`src/rtl/core/kwrf_pkg.sv`:
```
// shared types, constants and helper functions for the keyword redaction filter
package kwrf_pkg;

   localparam int WinDepth    = 31;
   localparam int FillW       = 5;
   localparam int MaxMsgBytes = 64;
   localparam int CountW      = 7;
   localparam int AddrW       = 6;
   localparam int NoticeLen   = 10;
   localparam int NoticeIdxW  = 4;
   localparam int MarkerCount = 10;
   localparam int MarkerBits  = WinDepth * 8;

   localparam logic [FillW-1:0]  WinFull   = FillW'(WinDepth);
   localparam logic [CountW-1:0] CountMax  = CountW'(MaxMsgBytes);
   localparam logic [CountW-1:0] NoticeCnt = CountW'(NoticeLen);
   localparam logic [CountW-1:0] CutCount  = CountW'(MaxMsgBytes - NoticeLen);

   // marker text sits right aligned, first character in the highest used byte
   localparam logic [MarkerBits-1:0] MarkerText [MarkerCount] = '{
      MarkerBits'("authorization"),
      MarkerBits'("bearer"),
      MarkerBits'("basic"),
      MarkerBits'("password"),
      MarkerBits'("token"),
      MarkerBits'({"ca_", "certificate", "_pem"}),
      MarkerBits'("-----begin certificate-----"),
      MarkerBits'("-----begin private key-----"),
      MarkerBits'("-----begin rsa private key-----"),
      MarkerBits'("-----begin ec private key-----")
   };

   localparam int MarkerLen [MarkerCount] = '{13, 6, 5, 8, 5, 18, 27, 27, 31, 30};

   localparam logic [7:0] NoticeText [NoticeLen] = '{
      8'h5B, 8'h52, 8'h45, 8'h44, 8'h41, 8'h43, 8'h54, 8'h45, 8'h44, 8'h5D
   };

   typedef enum logic [1:0] {
      ST_SCAN,
      ST_DRAIN,
      ST_READ,
      ST_SEND
   } kwrf_state_type;

   typedef struct packed {
      logic load_new;
      logic shift;
   } kwrf_cell_ctl_type;

   function automatic logic [7:0] fold_case(input logic [7:0] b);
      logic [7:0] r;
      r = b;
      if (b >= 8'h41 && b <= 8'h5A) begin
         r = b + 8'h20;
      end
      return r;
   endfunction

   function automatic logic [7:0] clean_byte(input logic [7:0] b);
      logic [7:0] r;
      r = b;
      if (b < 8'h20 || b == 8'h7F) begin
         r = 8'h20;
      end
      return r;
   endfunction

endpackage

```
`src/rtl/core/kwrf_cell.sv`:
```
// one window cell: holds a byte, loads a new byte or takes its right neighbor's
module kwrf_cell (
   input  logic                      clock,
   input  kwrf_pkg::kwrf_cell_ctl_type ctl,
   input  logic [7:0]                new_byte,
   input  logic [7:0]                next_byte,
   output logic [7:0]                cur_byte,
   output logic [7:0]                fold_byte
);

   logic [7:0] byte_ff;
   logic [7:0] byte_in;

   always_comb begin
      byte_in = byte_ff;
      if (ctl.shift) begin
         byte_in = next_byte;
      end else if (ctl.load_new) begin
         byte_in = new_byte;
      end
   end

   always_ff @(posedge clock) begin
      byte_ff <= byte_in;
   end

   assign cur_byte  = byte_ff;
   assign fold_byte = kwrf_pkg::fold_case(byte_ff);

endmodule

```
`src/rtl/core/kwrf_match.sv`:
```
// compares the front of the window against every marker that fits in it
module kwrf_match (
   input  logic [7:0]                 win_fold [kwrf_pkg::WinDepth],
   input  logic [kwrf_pkg::FillW-1:0] fill,
   output logic                       hit
);

   logic [kwrf_pkg::MarkerCount-1:0] mk_hit;

   for (genvar m = 0; m < kwrf_pkg::MarkerCount; m++) begin : g_mk
      logic [kwrf_pkg::WinDepth-1:0] eq;
      for (genvar i = 0; i < kwrf_pkg::WinDepth; i++) begin : g_pos
         if (i < kwrf_pkg::MarkerLen[m]) begin : g_cmp
            assign eq[i] = win_fold[i] ==
               kwrf_pkg::MarkerText[m][(kwrf_pkg::MarkerLen[m]-1-i)*8 +: 8];
         end else begin : g_pad
            assign eq[i] = 1'b1;
         end
      end
      assign mk_hit[m] = (&eq) && (fill >= kwrf_pkg::FillW'(kwrf_pkg::MarkerLen[m]));
   end

   assign hit = |mk_hit;

endmodule

```
`src/rtl/core/keyword_redaction_filter.sv`:
```
// top level: window cell chain, marker matcher, output store and emit sequencer
// flow: after the last item the window drains, judging each remaining byte,
//   then each result is read from the store and then sent
// throughput: 1 item per cycle in scan until the 31-cell window fills, then
//   input pauses while each front byte is judged in a cycle of its own
// reset: synchronous, active high; clears state, window fill, counts and flags only
module keyword_redaction_filter (
   input  logic        clock,
   input  logic        reset,
   input  logic        req_tvalid,
   output logic        req_tready,
   input  logic [7:0]  req_tdata,   // [7:0] data_byte
   input  logic        req_tuser,   // [0] has_byte
   input  logic        req_tlast,
   output logic        rsp_tvalid,
   input  logic        rsp_tready,
   output logic [15:0] rsp_tdata,   // [7:0] out_byte, [14:8] out_length, [15] zero
   output logic [2:0]  rsp_tuser,   // [0] out_valid, [1] redacted, [2] truncated
   output logic        rsp_tlast
);

   kwrf_pkg::kwrf_state_type state_ff, state_in;

   logic [kwrf_pkg::FillW-1:0]  fill_ff, fill_in;
   logic [kwrf_pkg::CountW-1:0] count_ff, count_in;
   logic [kwrf_pkg::AddrW-1:0]  k_ff, k_in;
   logic redact_ff, redact_in, trunc_ff, trunc_in, stop_ff, stop_in;

   logic [7:0] mem [kwrf_pkg::MaxMsgBytes];
   logic [7:0] rd_ff;

   logic [7:0] win_byte [kwrf_pkg::WinDepth];
   logic [7:0] win_fold [kwrf_pkg::WinDepth];
   kwrf_pkg::kwrf_cell_ctl_type cell_ctl [kwrf_pkg::WinDepth];

   logic req_acc, rsp_acc, push, judge, hit, append, last_res, notice_sel;
   logic [kwrf_pkg::CountW-1:0]     n_out;
   logic [kwrf_pkg::NoticeIdxW-1:0] notice_idx;
   logic [kwrf_pkg::AddrW-1:0]      notice_off;
   logic [7:0] out_byte;

   // window cell chain
   for (genvar i = 0; i < kwrf_pkg::WinDepth; i++) begin : g_cell
      logic [7:0] nb;
      if (i == kwrf_pkg::WinDepth - 1) begin : g_end
         assign nb = win_byte[i];
      end else begin : g_mid
         assign nb = win_byte[i+1];
      end
      assign cell_ctl[i] = '{load_new: push && (fill_ff == kwrf_pkg::FillW'(i)),
                             shift: append};
      kwrf_cell u_cell (
         .clock     (clock),
         .ctl       (cell_ctl[i]),
         .new_byte  (req_tdata),
         .next_byte (nb),
         .cur_byte  (win_byte[i]),
         .fold_byte (win_fold[i])
      );
   end

   kwrf_match u_match (
      .win_fold (win_fold),
      .fill     (fill_ff),
      .hit      (hit)
   );

   // handshake and judge control
   always_comb begin
      req_tready = (state_ff == kwrf_pkg::ST_SCAN) && (fill_ff != kwrf_pkg::WinFull);
      rsp_tvalid = (state_ff == kwrf_pkg::ST_SEND);
      judge = ((state_ff == kwrf_pkg::ST_SCAN) && (fill_ff == kwrf_pkg::WinFull))
           || ((state_ff == kwrf_pkg::ST_DRAIN) && !stop_ff && (fill_ff != '0));
   end

   assign req_acc = req_tvalid && req_tready;
   assign rsp_acc = rsp_tvalid && rsp_tready;
   assign push    = req_acc && req_tuser && !stop_ff;
   assign append  = judge && !hit && (count_ff < kwrf_pkg::CountMax);
   assign n_out   = redact_ff ? count_ff + kwrf_pkg::NoticeCnt : count_ff;
   assign last_res = ({1'b0, k_ff} + 7'd1 >= n_out);

   // next state
   always_comb begin
      state_in = state_ff;
      unique case (state_ff)
         kwrf_pkg::ST_SCAN: begin
            if (req_acc && req_tlast) begin
               state_in = kwrf_pkg::ST_DRAIN;
            end
         end
         kwrf_pkg::ST_DRAIN: begin
            if (stop_ff || fill_ff == '0) begin
               state_in = kwrf_pkg::ST_READ;
            end
         end
         kwrf_pkg::ST_READ: begin
            state_in = kwrf_pkg::ST_SEND;
         end
         kwrf_pkg::ST_SEND: begin
            if (rsp_acc) begin
               state_in = last_res ? kwrf_pkg::ST_SCAN : kwrf_pkg::ST_READ;
            end
         end
         default: state_in = kwrf_pkg::ST_SCAN;
      endcase
   end

   // datapath control registers
   always_comb begin
      fill_in   = fill_ff;
      count_in  = count_ff;
      k_in      = k_ff;
      redact_in = redact_ff;
      trunc_in  = trunc_ff;
      stop_in   = stop_ff;
      if (push) begin
         fill_in = fill_ff + 5'd1;
      end
      if (judge) begin
         priority if (hit) begin
            redact_in = 1'b1;
            stop_in   = 1'b1;
            fill_in   = '0;
            if (count_ff + kwrf_pkg::NoticeCnt > kwrf_pkg::CountMax) begin
               count_in = kwrf_pkg::CutCount;
               trunc_in = 1'b1;
            end
         end else if (count_ff >= kwrf_pkg::CountMax) begin
            trunc_in = 1'b1;
            stop_in  = 1'b1;
            fill_in  = '0;
         end else begin
            count_in = count_ff + 7'd1;
            fill_in  = fill_ff - 5'd1;
         end
      end
      if (rsp_acc) begin
         if (last_res) begin
            fill_in   = '0;
            count_in  = '0;
            k_in      = '0;
            redact_in = 1'b0;
            trunc_in  = 1'b0;
            stop_in   = 1'b0;
         end else begin
            k_in = k_ff + 6'd1;
         end
      end
   end

   always_ff @(posedge clock) begin
      if (reset) begin
         state_ff  <= kwrf_pkg::ST_SCAN;
         fill_ff   <= '0;
         count_ff  <= '0;
         k_ff      <= '0;
         redact_ff <= 1'b0;
         trunc_ff  <= 1'b0;
         stop_ff   <= 1'b0;
      end else begin
         state_ff  <= state_in;
         fill_ff   <= fill_in;
         count_ff  <= count_in;
         k_ff      <= k_in;
         redact_ff <= redact_in;
         trunc_ff  <= trunc_in;
         stop_ff   <= stop_in;
      end
   end

   // output store
   always_ff @(posedge clock) begin
      if (append) begin
         mem[count_ff[kwrf_pkg::AddrW-1:0]] <= kwrf_pkg::clean_byte(win_byte[0]);
      end
      rd_ff <= mem[k_ff];
   end

   // notice bytes follow the stored bytes and come from the constant
   assign notice_sel = redact_ff && ({1'b0, k_ff} >= count_ff);
   assign notice_off = k_ff - count_ff[kwrf_pkg::AddrW-1:0];
   assign notice_idx = notice_off[kwrf_pkg::NoticeIdxW-1:0];

   always_comb begin
      out_byte = rd_ff;
      if (n_out == '0) begin
         out_byte = 8'h00;
      end else if (notice_sel) begin
         out_byte = (notice_idx < kwrf_pkg::NoticeIdxW'(kwrf_pkg::NoticeLen))
                  ? kwrf_pkg::NoticeText[notice_idx] : 8'h00;
      end
   end

   assign rsp_tdata = {1'b0, n_out, out_byte};
   assign rsp_tuser = {trunc_ff, redact_ff, (n_out != '0)};
   assign rsp_tlast = last_res;

`ifndef ASSERT_OFF
   a_fill_range: assert property (@(posedge clock) disable iff (reset)
      fill_ff <= kwrf_pkg::WinFull) else $error("window fill out of range");
   a_stop_empty: assert property (@(posedge clock) disable iff (reset)
      stop_ff |-> fill_ff == '0) else $error("stopped scan with filled window");
   a_count_range: assert property (@(posedge clock) disable iff (reset)
      n_out <= kwrf_pkg::CountMax) else $error("output length beyond maximum");
   a_no_push_judge: assert property (@(posedge clock) disable iff (reset)
      !(push && judge)) else $error("push and judge in one cycle");
   a_end_clear: assert property (@(posedge clock) disable iff (reset)
      rsp_acc && rsp_tlast |=> count_ff == '0 && !stop_ff)
      else $error("state not cleared after message");
`endif

endmodule
```
`config.mk`:
```
export PLATFORM = sky130hd
export DESIGN_NAME = keyword_redaction_filter
export DESIGN_NICKNAME = d
export VERILOG_FILES = /design/src/rtl/core/kwrf_pkg.sv /design/src/rtl/core/kwrf_cell.sv /design/src/rtl/core/kwrf_match.sv /design/src/rtl/core/keyword_redaction_filter.sv
export SDC_FILE = /design/constraint.sdc
export NUM_CORES = 1
export LEC_CHECK = 0
export CORE_ASPECT_RATIO = 1.2
export CORE_UTILIZATION = 39
export DETAILED_ROUTE_END_ITERATION = 6
export DONT_BUFFER_PORTS = 1
export HOLD_SLACK_MARGIN = 0.08
export SLEW_MARGIN = 40
export SYNTH_ARGS = -nofsm -noshare
export SYNTH_HDL_FRONTEND = slang
export SYNTH_SLANG_ARGS = --single-unit
```
`constraint.sdc`:
```
create_clock -name clock -period 3.4 [get_ports clock]
set_input_delay 0.68 -clock clock [delete_from_list [all_inputs] [get_ports clock]]
set_output_delay 0.68 -clock clock [all_outputs]
set_load 0.01 [all_outputs]
```
==> flow_metrics.tcl, run 1 <==
set metrics [dict create \
    outcome "finished, violations left" \
    violations "setup timing" \
    place_congestion 0.957 \
    utilization_pct 49.2 \
    area_delta_synth_final_pct 24.5 \
    yosys.area.top_type_share_pct 62.5 \
    final_area_um2 45500 \
    drive_above_1_share_pct 40.4 \
    avgViaCountPerCell 5.68 \
    synth-seq-cells 791 \
    numPortBuffers 0 \
    htreeDepth 3 \
    timing.critical_path.required_ns 3.80 \
    hp-class "input port to flip-flop" \
    drv_cap 0 \
    power.density_nw_per_um2 722 \
    core-area_um2 92500 \
    worst_setup_path_end_kind "flip-flop" \
    maxSlewViolCount 0 \
    slowest_stage "or4_4" \
    clock.fmax_mhz 260 \
    ys_warn_count 0 \
    grt_pass1_wl_mm 155 \
    max_stage_delay_ns 0.51 \
    slew_headroom_pct 47.9 \
    rsz0062_at_grt "yes" \
    synth_nets 2324 \
    dr_total_vias 23088 \
    setup_ws_ns -0.441 \
    track_usage_pct 22.2 \
    grt_antenna_before_repair 2 \
    synth_most_common_cell "edfxtp_1" \
    drt-pass1-iter-count 6 \
    placed_area_um2 41500 \
    path_clk_slew_ns 0.06 \
    ctsRootBufferMaster "clkbuf_16" \
    die_h_um 337 \
    crit_top_cell "buf_6" \
    netlist_area_um2 36500 \
    fp.dieW_um 281 \
    place_ws_ns -0.807 \
    fin_nets 2829 \
    start_util_pct 39.5 \
    postRouteAntennaNets 0 \
    whs_ns 0.108 \
    dieArea_um2 94900 \
    cts_buffers 84 \
    cts_tree "built" \
    synthTopCellsByCount "edfxtp_1, mux2_2, mux4_2" \
    clock_latency_ns 0.67 \
    grt_max_degree 66 \
    synth_edf_count 760 \
    cp-start-kind "flip-flop" \
    row_count 122 \
    synth_cells 2250 \
    tightest_slew_ns 0.779 \
    hpwl_mm 70.9 \
    synthTopCellsByArea "edfxtp_1, mux4_2, mux2_2" \
    post-synth-top-area-cell "edfxtp_1" \
    crit_chain "buf_6, nand4b_1, or4_4, a221o_1, buf_6, nor4_4, buf_4, nand3_1, a21oi_2, nor4_4, buf_6, nand2_8, buf_12, buf_12, mux2_2" \
    clockBufferDepth 3 \
    fin_crit_sh_pct 113 \
    synth-main-ff-cell "edfxtp_1" \
    synth.distinct_cells 87 \
    crit_type "flip-flop to flip-flop" \
    drc 0 \
    finClkSkew_ns 0.0371 \
    overflow 0 \
    async_flop_share_pct 0 \
    p_leak_nw 15.6 \
    finalHoldViolations 0 \
    path_max_fanout 11 \
    finalPower_mw 32.8 \
    cts_sinks 791 \
    avgSynthCellArea_um2 16.2 \
    ios 36 \
    critPathArrivalTime_ns 4.24 \
    fill_cells 7849 \
    wirelength_mm 106 \
    ys_seq_area_share_pct 64.1 \
    period_minus_slack_ns 3.84 \
    grt_pass1_vias 23958 \
    wl_per_cell_um 26.0 \
    ir_drop_mv 0.426 \
    finalSetupViolCount 1008 \
    dr.first_iter.drc_count 1896 \
]
-- metrics by stage --
step                      std cells  setup TNS, ns
after floorplan                2250        -242.46
final                          4062        -339.23
after global routing           4061        -445.63
after global placement         3860        -590.70
after CTS                      4050        -401.59
after detailed placement       3871        -588.05
-- routing by layer --
metal	up-vias	GRT usage, %	routed length [µm]	part of all wire [%]
met5	-	0	34	0.032
met2	764	40.4	55600	53
met1	11920	25.8	40000	38
met4	4	9.12	4420	4.2
met3	243	3.41	5670	5.4
li1	10157	-	-	-
-- path summary, 6_finish.rpt --
check | startpoint | end | slack [ns] | cells after the start
min | reset | k_ff[1] | 0.11 | 1
max reg2reg | g_cell[3].u_cell.cur_byte[1] | g_cell[23].u_cell.cur_byte[7] | -0.44 | 15
min reg2reg | g_cell[29].u_cell.cur_byte[0] | g_cell[28].u_cell.cur_byte[0] | 0.57 | 1
max | g_cell[3].u_cell.cur_byte[1] | g_cell[23].u_cell.cur_byte[7] | -0.44 | 15
-- report_power, final --
part | switching [mW] | leakage [nW] | internal (mW)
Sequential | 0.694 | 7.12 | 13.0
Combinational | 5.56 | 7.17 | 4.51
Clock | 3.94 | 1.32 | 5.11
-- flip-flops by register name, summed over array words and instances (netlist names) --
| signal | count |
|---|---|
| state_ff | 2 |
| count_ff | 7 |
| trunc_ff | 1 |
| fill_ff | 5 |
| redact_ff | 1 |
| stop_ff | 1 |
| g_cell.u_cell.cur_byte | 248 |
| rd_ff | 8 |
| mem | 512 |
| k_ff | 6 |
-- cell families after synthesis --
logic type | count (synthesis) | synth area share [%]
and+or+nand+nor | 578 | 8.95
adders and majority gates | 60 | 2.07
muxes | 424 | 18.2
DFF | 791 | 64.1
xor gates and xnor gates | 17 | 0.407
AOI/OAI and AO/OA | 205 | 3.80
other | 1 | 0.0103
buffers and inverters | 174 | 2.42
-- critical path: cells and delay by family, from the launching register on --
family | cells | cell delay (ns)
and+or+nand+nor | 6 | 1.28
DFF | 1 | 0.41
buffers and inverters | 6 | 0.98
AOI/OAI and AO/OA | 2 | 0.56
muxes | 1 | 0.35
-- layout by cell type (no fill, tap or decap), drive strengths merged, types with 46 or more instances in the layout --
| master | instances |
|---|---|
| nand3 | 51 |
| nor3 | 123 |
| o21ai | 46 |
| mux2 | 243 |
| nand2 | 78 |
| buf | 541 |
| clkbuf | 111 |
| mux4 | 168 |
| nor2 | 76 |
| ha | 59 |
| a21oi | 46 |
| edfxtp | 760 |
-- layout make-up --
type	count	area, µm²	share of cell area, %
diodes	1	2.50	0.00550
well taps	1240	1550	3.41
multi-input cells	1287	13000	28.5
clock buffers	102	2190	4.81
clock inverters	50	531	1.17
inverters	40	150	0.330
flip-flops and latches	791	23500	51.6
repair buffers	551	4650	10.2
-- repair_timing --
action | in CTS | in global routing
hold endpoints to repair | 1 | 0
buffers inserted | 16 | 10
hold buffers | 1 | 0
pin swaps | 9 | 18
gates resized for setup | 89 | 87
cloned | 10 | 11
setup endpoints to repair | 1015 | 1021
(Power assumes the default switching activity.)
==> inputs of run 2 (changes only) <==
--- a/config.mk
+++ b/config.mk
@@ -5,11 +5,13 @@
 export SDC_FILE = /design/constraint.sdc
 export NUM_CORES = 1
 export LEC_CHECK = 0
+export BUFFER_PORTS_ARGS = -buffer_cell sky130_fd_sc_hd__buf_2
+export CAP_MARGIN = 0
 export CORE_ASPECT_RATIO = 1.2
 export CORE_UTILIZATION = 39
 export DETAILED_ROUTE_END_ITERATION = 6
-export DONT_BUFFER_PORTS = 1
 export HOLD_SLACK_MARGIN = 0.08
+export PLACE_DENSITY = 0.66
 export SLEW_MARGIN = 40
 export SYNTH_ARGS = -nofsm -noshare
 export SYNTH_HDL_FRONTEND = slang
==> flow_metrics.tcl, run 2 (synthesis gave the netlist of run 1 again) <==
set metrics [dict create \
    path_clk_slew_ns 0.06 \
    fp.dieW_um 281 \
    fin_nets 2874 \
    wirelength_mm 107 \
    slew_headroom_pct 39.1 \
    track_usage_pct 22.6 \
    timing.critical_path.required_ns 3.80 \
    grt_antenna_before_repair 0 \
    slowest_stage "nor4bb_1" \
    numPortBuffers 34 \
    crit_type "flip-flop to flip-flop" \
    cts_tree "built" \
    ctsRootBufferMaster "clkbuf_16" \
    layout.cells.non_filler 4108 \
    finClkSkew_ns 0.0509 \
    power.density_nw_per_um2 730 \
    ir_drop_mv 0.525 \
    place_ws_ns -0.975 \
    die_h_um 337 \
    rsz0062_at_grt "yes" \
    drive_above_1_share_pct 44.6 \
    crit_family "simple AND/OR/NAND/NOR gates" \
    fin_crit_sh_pct 118 \
    row_count 122 \
    path_max_fanout 10 \
    dr.first_iter.drc_count 2072 \
    clock.fmax_mhz 250 \
    grt_pass1_wl_mm 160 \
    drc 0 \
    ios 36 \
    cp-start-kind "flip-flop" \
    cts_buffers 82 \
    dieArea_um2 94900 \
    whs_ns 0.423 \
    worst_setup_path_end_kind "flip-flop" \
    start_util_pct 39.5 \
    critPathArrivalTime_ns 4.40 \
    dr_total_vias 23878 \
    cts_hold_buf 0 \
    hp-class "input port to flip-flop" \
    drt-pass1-iter-count 5 \
    final_cell_mix "edfxtp_1, buf_4, mux2_4" \
    finalHoldViolations 0 \
    p_leak_nw 17.4 \
    final_area_um2 48100 \
    tightest_slew_ns 0.910 \
    clock_latency_ns 0.67 \
    placed_area_um2 41400 \
    drv_cap 0 \
    utilization_pct 51.9 \
    maxSlewViolCount 0 \
    htreeDepth 3 \
    overflow 0 \
    setup_ws_ns -0.606 \
    wl_per_cell_um 25.9 \
    final_common_cell "edfxtp_1" \
    hpwl_mm 66.4 \
    grt_pass1_vias 24942 \
    largest_reg_flops 512 \
    finalSetupViolCount 1010 \
    crit_chain "nor4bb_1, nand4_1, nor4_2, buf_4, nand4_1, buf_4, nor3_1, nand4_1, o311ai_4, nor4_4, buf_4, nand2_8, buf_16, buf_8, bufbuf_16, mux2_1" \
    clockBufferDepth 3 \
    violations "setup timing" \
    outcome "finished, violations left" \
    placed_cells 3843 \
    grt_max_degree 67 \
    period_minus_slack_ns 4.01 \
    place_congestion 0.988 \
    avgViaCountPerCell 5.81 \
    critPathBufInv 6 \
    area_delta_synth_final_pct 31.5 \
    max_stage_delay_ns 0.47 \
    cts_sinks 791 \
    core-area_um2 92500 \
    postRouteAntennaNets 0 \
]
## run 2: per-layer routing
layer,wire (µm),vias up,global-route usage (%)
met3,8110,245,3.91
met4,4540,0,9.84
met5,0,-,0
met2,54200,1059,39.0
met1,39700,12320,27.7
li1,-,10254,-
## run 2: metrics by stage
stage | power (mW) | setup TNS (ns)
global route | 36.3 | -514.14
detailed placement | 22.9 | -674.30
global placement | 22.5 | -998.00
floorplan | 18.5 | -242.46
finish | 35.1 | -438.76
CTS | 34.8 | -277.70
## run 2: final timing paths
check | start | endpoint | slack [ns] | cells past startpoint
worst max-delay path | g_cell[24].u_cell.cur_byte[6] | g_cell[5].u_cell.cur_byte[0] | -0.61 | 16
worst min-delay path | reset | k_ff[5] | 0.42 | 2
worst max register to register | g_cell[24].u_cell.cur_byte[6] | g_cell[5].u_cell.cur_byte[0] | -0.61 | 16
worst min register to register | trunc_ff | trunc_ff | 0.50 | 2
## run 2: final cells by class
class,count,area (µm²)
diodes,1,2.50
clock inverters,54,528
well taps,1240,1550
repair buffers,600,6190
flip-flops and latches,791,23500
clock buffers,97,2150
fillers,7425,44400
inverters,40,150
multi-input cells,1285,14000
## run 2: what timing repair did
item / in CTS / in global routing
endpoints found under the setup margin: 1017 / 1016
gates resized for setup: 399 / 50
pin swaps: 25 / 31
buffers inserted: 75 / 10
gates cloned: 36 / 4
## run 2: where the power goes
part | internal (mW) | total, mW | switching, mW
Combinational | 6.11 | 12.5 | 6.41
Clock | 4.97 | 8.88 | 3.91
Sequential | 13.0 | 13.7 | 0.679
Total | 24.1 | 35.1 | 11.0
